<file path="src/design/bev_pkg.sv">
package bev_pkg;

  localparam int FIELD_W = 16;
  localparam int INDEX_W = 4;
  localparam int CFG_ADDR_W = 3;

  localparam logic [CFG_ADDR_W-1:0] REG_VALUE_MIN    = 3'd0;
  localparam logic [CFG_ADDR_W-1:0] REG_VALUE_MAX    = 3'd1;
  localparam logic [CFG_ADDR_W-1:0] REG_REPEAT_DELAY = 3'd2;
  localparam logic [CFG_ADDR_W-1:0] REG_DOWN_BUTTON  = 3'd3;
  localparam logic [CFG_ADDR_W-1:0] REG_UP_BUTTON    = 3'd4;

  localparam logic [1:0] DIR_NONE = 2'd0;
  localparam logic [1:0] DIR_DOWN = 2'd1;
  localparam logic [1:0] DIR_UP   = 2'd2;

  localparam logic [FIELD_W-1:0] REPEAT_BACKOFF = 16'd5;

  typedef logic [FIELD_W-1:0] field_t;

endpackage

</file>
<file path="src/design/button_edge_and_value_editor.sv">
// Button edge detector with an up/down value editor. One beat in per clock:
// each accepted input beat produces exactly one output beat, registered, in the
// cycle after acceptance. The whole update (edge masks, toggle bits, clamp,
// step and auto-repeat counter) is done combinationally from the input beat and
// the held state, so throughput is one beat per cycle; the single output
// register sets the rate, and s_tready drops only while a result sits in it
// and m_tready is low. Configuration writes are always accepted (cfg_ready
// is tied high) and should be made while the block is idle.
module button_edge_and_value_editor
  import bev_pkg::*;
#(
  parameter int BUTTON_COUNT = 16
) (
  input  logic                  clk,
  input  logic                  rst,
  input  logic                  s_tvalid,
  output logic                  s_tready,
  input  logic [47:0]           s_tdata,   // buttons_raw, toggle_clear_mask, value_in
  output logic                  m_tvalid,
  input  logic                  m_tready,
  output logic [79:0]           m_tdata,   // instant_mask, press_mask, release_mask,
                                           // toggle_mask, value_out
  input  logic                  cfg_valid,
  output logic                  cfg_ready,
  input  logic [CFG_ADDR_W-1:0] cfg_addr,
  input  logic [FIELD_W-1:0]    cfg_data
);

  localparam field_t BUTTON_MASK = (BUTTON_COUNT >= FIELD_W) ? {FIELD_W{1'b1}} :
                                   FIELD_W'((1 << BUTTON_COUNT) - 1);

  field_t             value_min;
  field_t             value_max;
  field_t             repeat_delay;
  logic [INDEX_W-1:0] down_button;
  logic [INDEX_W-1:0] up_button;

  field_t     previous_buttons;
  field_t     toggle_bits;
  logic [1:0] held_direction;
  field_t     repeat_count;

  field_t     now, clr, value_raw, pressed, released, toggles, clamped;
  field_t     value_next, toggle_bits_next, repeat_count_next, count_inc;
  logic [1:0] held_direction_next;
  logic       down_held, up_held, at_limit, step;
  logic [1:0] dir;
  field_t     limit;
  logic       accept;

  assign cfg_ready = 1'b1;
  assign s_tready  = !m_tvalid || m_tready;
  assign accept    = s_tvalid && s_tready;

  always_comb begin
    now       = s_tdata[15:0] & BUTTON_MASK;
    clr       = s_tdata[31:16] & BUTTON_MASK;
    value_raw = s_tdata[47:32];
    pressed   = ~previous_buttons & now;
    released  = ~now & previous_buttons;
    toggles   = toggle_bits ^ pressed;

    clamped = (value_raw < value_min) ? value_min : value_raw;
    clamped = (clamped > value_max) ? value_max : clamped;

    // masked bits read as released, which covers out-of-range indexes
    down_held = now[down_button];
    up_held   = now[up_button];
    dir       = down_held ? DIR_DOWN : DIR_UP;
    limit     = down_held ? value_min : value_max;
    at_limit  = clamped == limit;
    count_inc = repeat_count + 16'd1;

    held_direction_next = held_direction;
    repeat_count_next   = repeat_count;
    step                = 1'b0;
    if (!down_held && !up_held) begin
      held_direction_next = DIR_NONE;
      repeat_count_next   = '0;
    end else if (!at_limit) begin
      if (held_direction != dir) begin
        held_direction_next = dir;
        step                = 1'b1;
      end else if (count_inc >= repeat_delay) begin
        repeat_count_next = repeat_delay - REPEAT_BACKOFF;
        step              = 1'b1;
      end else begin
        repeat_count_next = count_inc;
      end
    end

    value_next = clamped;
    if (step) begin
      value_next = down_held ? clamped - 16'd1 : clamped + 16'd1;
    end

    toggle_bits_next = toggles & ~clr;
  end

  always_ff @(posedge clk) begin
    if (rst) begin
      value_min    <= '0;
      value_max    <= 16'hFFFF;
      repeat_delay <= 16'd50;
      down_button  <= 4'd0;
      up_button    <= 4'd1;
    end else if (cfg_valid && cfg_ready) begin
      case (cfg_addr)
        REG_VALUE_MIN:    value_min    <= cfg_data;
        REG_VALUE_MAX:    value_max    <= cfg_data;
        REG_REPEAT_DELAY: repeat_delay <= cfg_data;
        REG_DOWN_BUTTON:  down_button  <= cfg_data[INDEX_W-1:0];
        REG_UP_BUTTON:    up_button    <= cfg_data[INDEX_W-1:0];
        default: ;
      endcase
    end
  end

  always_ff @(posedge clk) begin
    if (rst) begin
      previous_buttons <= '0;
      toggle_bits      <= '0;
      held_direction   <= DIR_NONE;
      repeat_count     <= '0;
      m_tvalid         <= 1'b0;
    end else begin
      if (accept) begin
        previous_buttons <= now;
        toggle_bits      <= toggle_bits_next;
        held_direction   <= held_direction_next;
        repeat_count     <= repeat_count_next;
        m_tvalid         <= 1'b1;
      end else if (m_tready) begin
        m_tvalid <= 1'b0;
      end
    end
  end

  always_ff @(posedge clk) begin
    if (accept) begin
      m_tdata <= {value_next, toggles, released, pressed, now};
    end
  end

endmodule

</file>
<file path="config.mk">
export PLATFORM = sky130hd
export DESIGN_NAME = button_edge_and_value_editor
export DESIGN_NICKNAME = d
export VERILOG_FILES = /design/src/design/bev_pkg.sv /design/src/design/button_edge_and_value_editor.sv
export SDC_FILE = /design/constraint.sdc
export NUM_CORES = 1
export LEC_CHECK = 0
export BUFFER_PORTS_ARGS = -buffer_cell sky130_fd_sc_hd__clkbuf_2
export CAP_MARGIN = 20
export CELL_PAD_IN_SITES_DETAIL_PLACEMENT = 1
export CELL_PAD_IN_SITES_GLOBAL_PLACEMENT = 2
export CORE_UTILIZATION = 33
export CTS_CLUSTER_SIZE = 8
export DETAILED_ROUTE_END_ITERATION = 10
export PLACE_DENSITY_LB_ADDON = 0.1
export SLEW_MARGIN = 30
export SYNTH_ARGS = -nofsm -noshare
export SYNTH_HDL_FRONTEND = slang
export SYNTH_SLANG_ARGS = --single-unit
</file>
<file path="constraint.sdc">
create_clock -name clk -period 7.5 [get_ports clk]
set_input_delay 1.5 -clock clk [delete_from_list [all_inputs] [get_ports clk]]
set_output_delay 1.5 -clock clk [all_outputs]
set_load 0.05 [all_outputs]
</file>
Word level (Yosys, flattened, before mapping). Cells that the tools add are included.

Input bits: 72. ROM bits: 0. Register bits: 187. Memory bits (writable): 0. Output and inout bits: 83. Logic and storage cells: 74. Latch bits: 0. Memories kept: 0.

Eq/ne operators: 8. Divide/modulo/power cells: 0. $mul: 0. Shifts and indexed selects: 0. Bitwise operators: 7. Mux-type cells: 23. Reduce and logical (&&, ||, !) cells: 16. $lt $le $gt $ge: 5. Add/sub/neg operators: 4.

Operators with widths (count): two-way mux 16 bit (9); bitwise AND 16 bit (3); NOT 16 bit (3); adder 16 x 1 -> 16 bit, second input constant (2); == test 16 bit (1); greater-or-equal comparator 16 bit (1); > comparator 16 bit (1); < comparator 16 bit (1); subtractor 16 x 1 -> 16 bit, second input constant (1); subtractor 16 x 3 -> 16 bit, second input constant (1); bitwise XOR 16 bit (1); < comparator 4 x 5 -> 1 bit, second input constant (2); AND reduction 2 bit (5); binary-select mux 1 bit (select 4 bit) (2); two-way mux 1 bit (8); two-way mux 2 bit (4); == test 3 x 2 -> 1 bit, second input constant (2); AND reduction 3 bit (2); nonzero test 2 bit (2); == test 3 x 1 -> 1 bit, second input constant (1); == test 3 bit, second input constant (1); zero test 1 bit (3); zero test 3 bit (1); logical AND 1 bit (2); 4 further kinds (4).

Logic depth before layout (Yosys ltp).
Depth in word-level cells: 8. Depth in mapped cells: 30. Depth with buffers taken out: 27.

Worst setup path before layout. OpenSTA, ideal clock, no wires.

Kind: input to register. From: in s_tdata[43]. To: reg m_tdata[78] (data pin). Library setup time: 262 ps. Required time: 7238 ps. Cell stages on the path: 29. Buffers on the path: 4. Arrival: 7809 ps. Path slack: -571 ps. Cell sequence: ha_1 a21oi_1 o21ai_0 a211oi_1 nand2_2 clkbuf_1 nand2_1 o21ai_0 ha_1 nand4_1 nor4_1 nand2_1 clkbuf_1 clkbuf_1 nand2_1 clkbuf_1 mux2_2 fa_1 a21o_1 a21oi_1 o21ai_0 a21o_1 a21o_1 a211oi_1 o21ai_0 a21o_1 a21oi_1 xnor2_1 mux2_1.

Cells in the longest elaborated chain, start to end: 8. Elaborated cells on any way between the ends: 11. Those cells by class: add/sub: 2; order compare: 2; eq/ne: 1; mux: 6.

Ends and longest elaborated chain: start: declaration (line button_edge_and_value_editor.sv:18) `input logic [47:0] s_tdata,`; < comparator 16 bit (line button_edge_and_value_editor.sv:63) `clamped = (value_raw < value_min) ? value_min : value_raw;`; two-way mux 16 bit * (line button_edge_and_value_editor.sv:63); > comparator 16 bit (line button_edge_and_value_editor.sv:64) `clamped = (clamped > value_max) ? value_max : clamped;`; two-way mux 16 bit * (line button_edge_and_value_editor.sv:64); parallel branches: the longest is 3 deep, another holds adder 16 x 1 -> 16 bit; two-way mux 16 bit * (line button_edge_and_value_editor.sv:93) `if (step) begin`; via value_next[14] (line button_edge_and_value_editor.sv:44) `field_t value_next, toggle_bits_next, repeat_count_next, count_inc;`; end signal: assignment (line button_edge_and_value_editor.sv:141) `m_tdata <= {value_next, toggles, released, pressed, now};`; end: declaration (line button_edge_and_value_editor.sv:21) `output logic [79:0] m_tdata,`.

Mark *: on every way through the listed nets, which the timed path passes. A chain may end at the register's enable or synchronous reset.

Worst setup path after layout. Ends and elaborated chain as after synthesis.

==> run summary <==
IO buf count: 153
Max Slew Vio Count: 0
Synthesized instance count: 1206
Drt pass-1 iters: 4
Number of fillers in the final layout: 3880
Yosys reg bits: 187
# DRC: 0
Fin crit period: 7.06 ns
Initial antenna violation count: 2
Mapped Area: 11100 um2
Final wirelength: 34300 um
Largest net degree at the start of global routing: 80
Final cell count without fillers: 1823
Placer's final routability congestion estimate: 0.843
Starting DRC count in detailed routing: 461
Fin Setup TNS: 0 ns
RSZ-0062 raised after global routing: false
Fmax: 142 MHz
Fin area: 13200 um2
Gr usage total: 20.6%
Worst setup SP type: input pin
Vias in the first global route: 9494
Final nets: 1504
Root buffer cell: clkbuf_16
Pwr per Cell Area: 210 nW/um2
Status: finished clean
CTS buffer count: 17
Final Hold Vio Count: 0
Max-slew headroom: 35.2%
Post-route ant nets: 0
Max VDD drop: 164 uV
Clock transition at path regs: 0.07 ns
Setup bufs post-CTS: 0
Initial Util: 33.8%
Total gr overflow: 0
Sink Count: 187
Post-Syn Nets: 1344
Post-synth EDFFs: 80
Area growth syn-to-layout: 18.3%
Clock H-tree levels: 4
Vias: 9474
HP Class: reg2reg
First-pass GRT wire length: 54200 um
Worst-path fanout max: 10
Synth warn: 0
Synth Flop Type: dfxtp_1
Tcrit/Tclk final: 94.1%
Syn Area/Cell: 9.22 um2
Synth async-reset ratio: 0%
Core footprint: 32900 um2
LEAKAGE: 0.00539 uW
Part of the Yosys area used for sequential elements: 40.9%
Worst skew pair latency: 0.45 ns
Critical path type: in2reg
CTS tree: built
Clk_skew: 0.0136 ns
Clk buf depth: 2
Placed instance area: 12500 um2
DR vias/cell: 5.20
Die Span X: 186 um
DP HPWL: 25900 um
Ratio of cells with drive above 1 in the final layout: 20.3%
Num ports: 155
CP required: 7.70 ns
Least-Margin Pin Slew: 0.972 ns
Unique masters post-synth: 66
Die height: 186 um
Maxcap violations: 0
WP data arrival: 7.25 ns
Die area: 34400 um2
Dpl cells: 1789
Rows: 66
Post-DR wirelength/cell: 18.8 um
# setup viols final: 0
Crit. End Element: flop
-- cell usage after synthesis (20+ instances only) --
| cell | n | area share [%] |
|---|---|---|
| inv_1 | 69 | 2.3 |
| o21ai_0 | 55 | 2.5 |
| dfxtp_1 | 107 | 19 |
| mux2i_1 | 20 | 1.8 |
| a22oi_1 | 31 | 2.1 |
| nor4_1 | 20 | 1.1 |
| o211ai_1 | 31 | 2.1 |
| xnor2_1 | 63 | 5.0 |
| nand3_1 | 40 | 1.8 |
| nand2_1 | 168 | 5.7 |
| clkbuf_1 | 41 | 1.4 |
| mux2_2 | 20 | 2.0 |
| nor2b_1 | 21 | 1.2 |
| nor3_1 | 34 | 1.5 |
| and3_1 | 21 | 1.2 |
| ha_1 | 65 | 7.3 |
| edfxtp_1 | 80 | 22 |
| nor2_1 | 39 | 1.3 |
| a21oi_1 | 90 | 4.0 |
| nand2b_1 | 22 | 1.2 |
-- through the flow --
| step | util, % | power [uW] | hold slack (ns) | setup slack (ns) |
|---|---|---|---|---|
| after floorplan | - | 1650 | 0.436 | 0.00119 |
| after global placement | 38.1 | 1840 | 0.448 | 0.0232 |
| after detailed placement | 38.1 | 1850 | 0.456 | -0.200 |
| after CTS | 39.9 | 2790 | 0.465 | 0.271 |
| after global routing | 40.0 | 2890 | 0.493 | 0.0581 |
| final | 40.0 | 2760 | 0.461 | 0.444 |
-- placed cells by master, fill, tap and decap left out, types with 4 or more instances in the layout --
cell type and n:
nand2_1 166, clkbuf_2 152, dfxtp_1 107, a21oi_1 89, edfxtp_1 80, inv_1 69, ha_1 65, xnor2_1 63
o21ai_0 55, buf_4 42, nand3_1 40, nor2_1 38, nor3_1 34, o211ai_1 31, a22oi_1 31, nand2b_1 22
nor2b_1 21, and3_1 21, mux2_2 20, mux2i_1 20, nor4_1 19, or3_1 18, nand4_1 17, clkbuf_16 17
a211oi_1 16, a21o_1 14, xor2_1 10, mux4_2 9, o41ai_1 8, mux2_1 7, and4_1 6, o21a_1 5
inv_6 4
-- logic make-up (layout without fill, tap and decap cells) --
kind of cell,Yosys count,after routing,share of synthesized area (%)
other cells,1,3,0.0337
buf+inv,126,299,4.63
fa+ha+maj,66,66,7.49
flops,187,187,40.9
mux,57,57,6.49
compound gates,278,278,16.3
xor+xnor,73,73,5.75
simple gates,418,418,18.5
-- worst max-delay path: stages --
cell      delay [ns]
clkbuf_2        0.13
ha_1            0.34
and4_1          0.27
nand2_1         0.09
o311a_2         0.42
nand2_2         0.17
buf_4           0.19
o21ai_0         0.12
ha_1            0.34
nand4_1         0.19
nor4_4          0.37
o21ai_1         0.16
o211ai_2        0.11
nand2_2         0.11
mux2_2          0.31
fa_1            0.41
a21o_1          0.19
a21oi_2         0.16
o21ai_0         0.13
a21o_1          0.19
a21o_1          0.21
a211oi_2        0.25
o21ai_0         0.16
a21o_1          0.18
a21oi_1         0.18
xnor2_1         0.08
mux2_1          0.30
-- report_power, final --
part	total, uW	internal (uW)	leakage, uW	switching (uW)
clock network	937	500	0.000292	437
logic	657	218	0.00344	440
registers	1160	1130	0.00166	30.2
-- repair_timing --
item,CTS,global route
hold buffers,0,0
resized for setup,0,4
setup endpoints to repair,0,1
-- registers in the layout (all words and copies together) (netlist names) --
name / flops
down_button: 4
held_direction: 2
m_tdata: 80
m_tvalid: 1
previous_buttons: 16
repeat_count: 16
repeat_delay: 16
toggle_bits: 16
up_button: 4
value_max: 16
value_min: 16
-- worst paths after layout --
kind | from | to | slack [ns] | cells past startpoint
setup / recovery | s_tdata[43] | m_tdata[78]$_DFFE_PP_ | 0.44 | 27
hold / removal | repeat_delay[15]$_SDFFE_PP0P_ | repeat_delay[15]$_SDFFE_PP0P_ | 0.46 | 2
setup reg to reg | value_min[14]$_SDFFE_PP0P_ | m_tdata[78]$_DFFE_PP_ | 1.08 | 27
hold reg to reg | repeat_delay[15]$_SDFFE_PP0P_ | repeat_delay[15]$_SDFFE_PP0P_ | 0.46 | 2
-- cell type report --
type                    count  area (um2)  share of cell area, %
flip-flops and latches    187        4540                   34.5
diodes                      2        5.00                 0.0380
multi-input cells         893        6110                   46.4
inverters                  72         273                   2.07
repair buffers            195        1080                   8.22
clock buffers              18         429                   3.26
clock inverters            14         163                   1.24
well taps                 442         553                   4.20
-- metal layers --
layer | global-route usage [%] | vias to the layer above | routed length (um)
li1 | - | 4698 | -
met1 | 27.2 | 4603 | 16500
met2 | 34.9 | 150 | 16300
met3 | 2.70 | 23 | 1020
met4 | 6.03 | 0 | 516
met5 | 0 | - | 0
(Power assumes the default switching activity.)
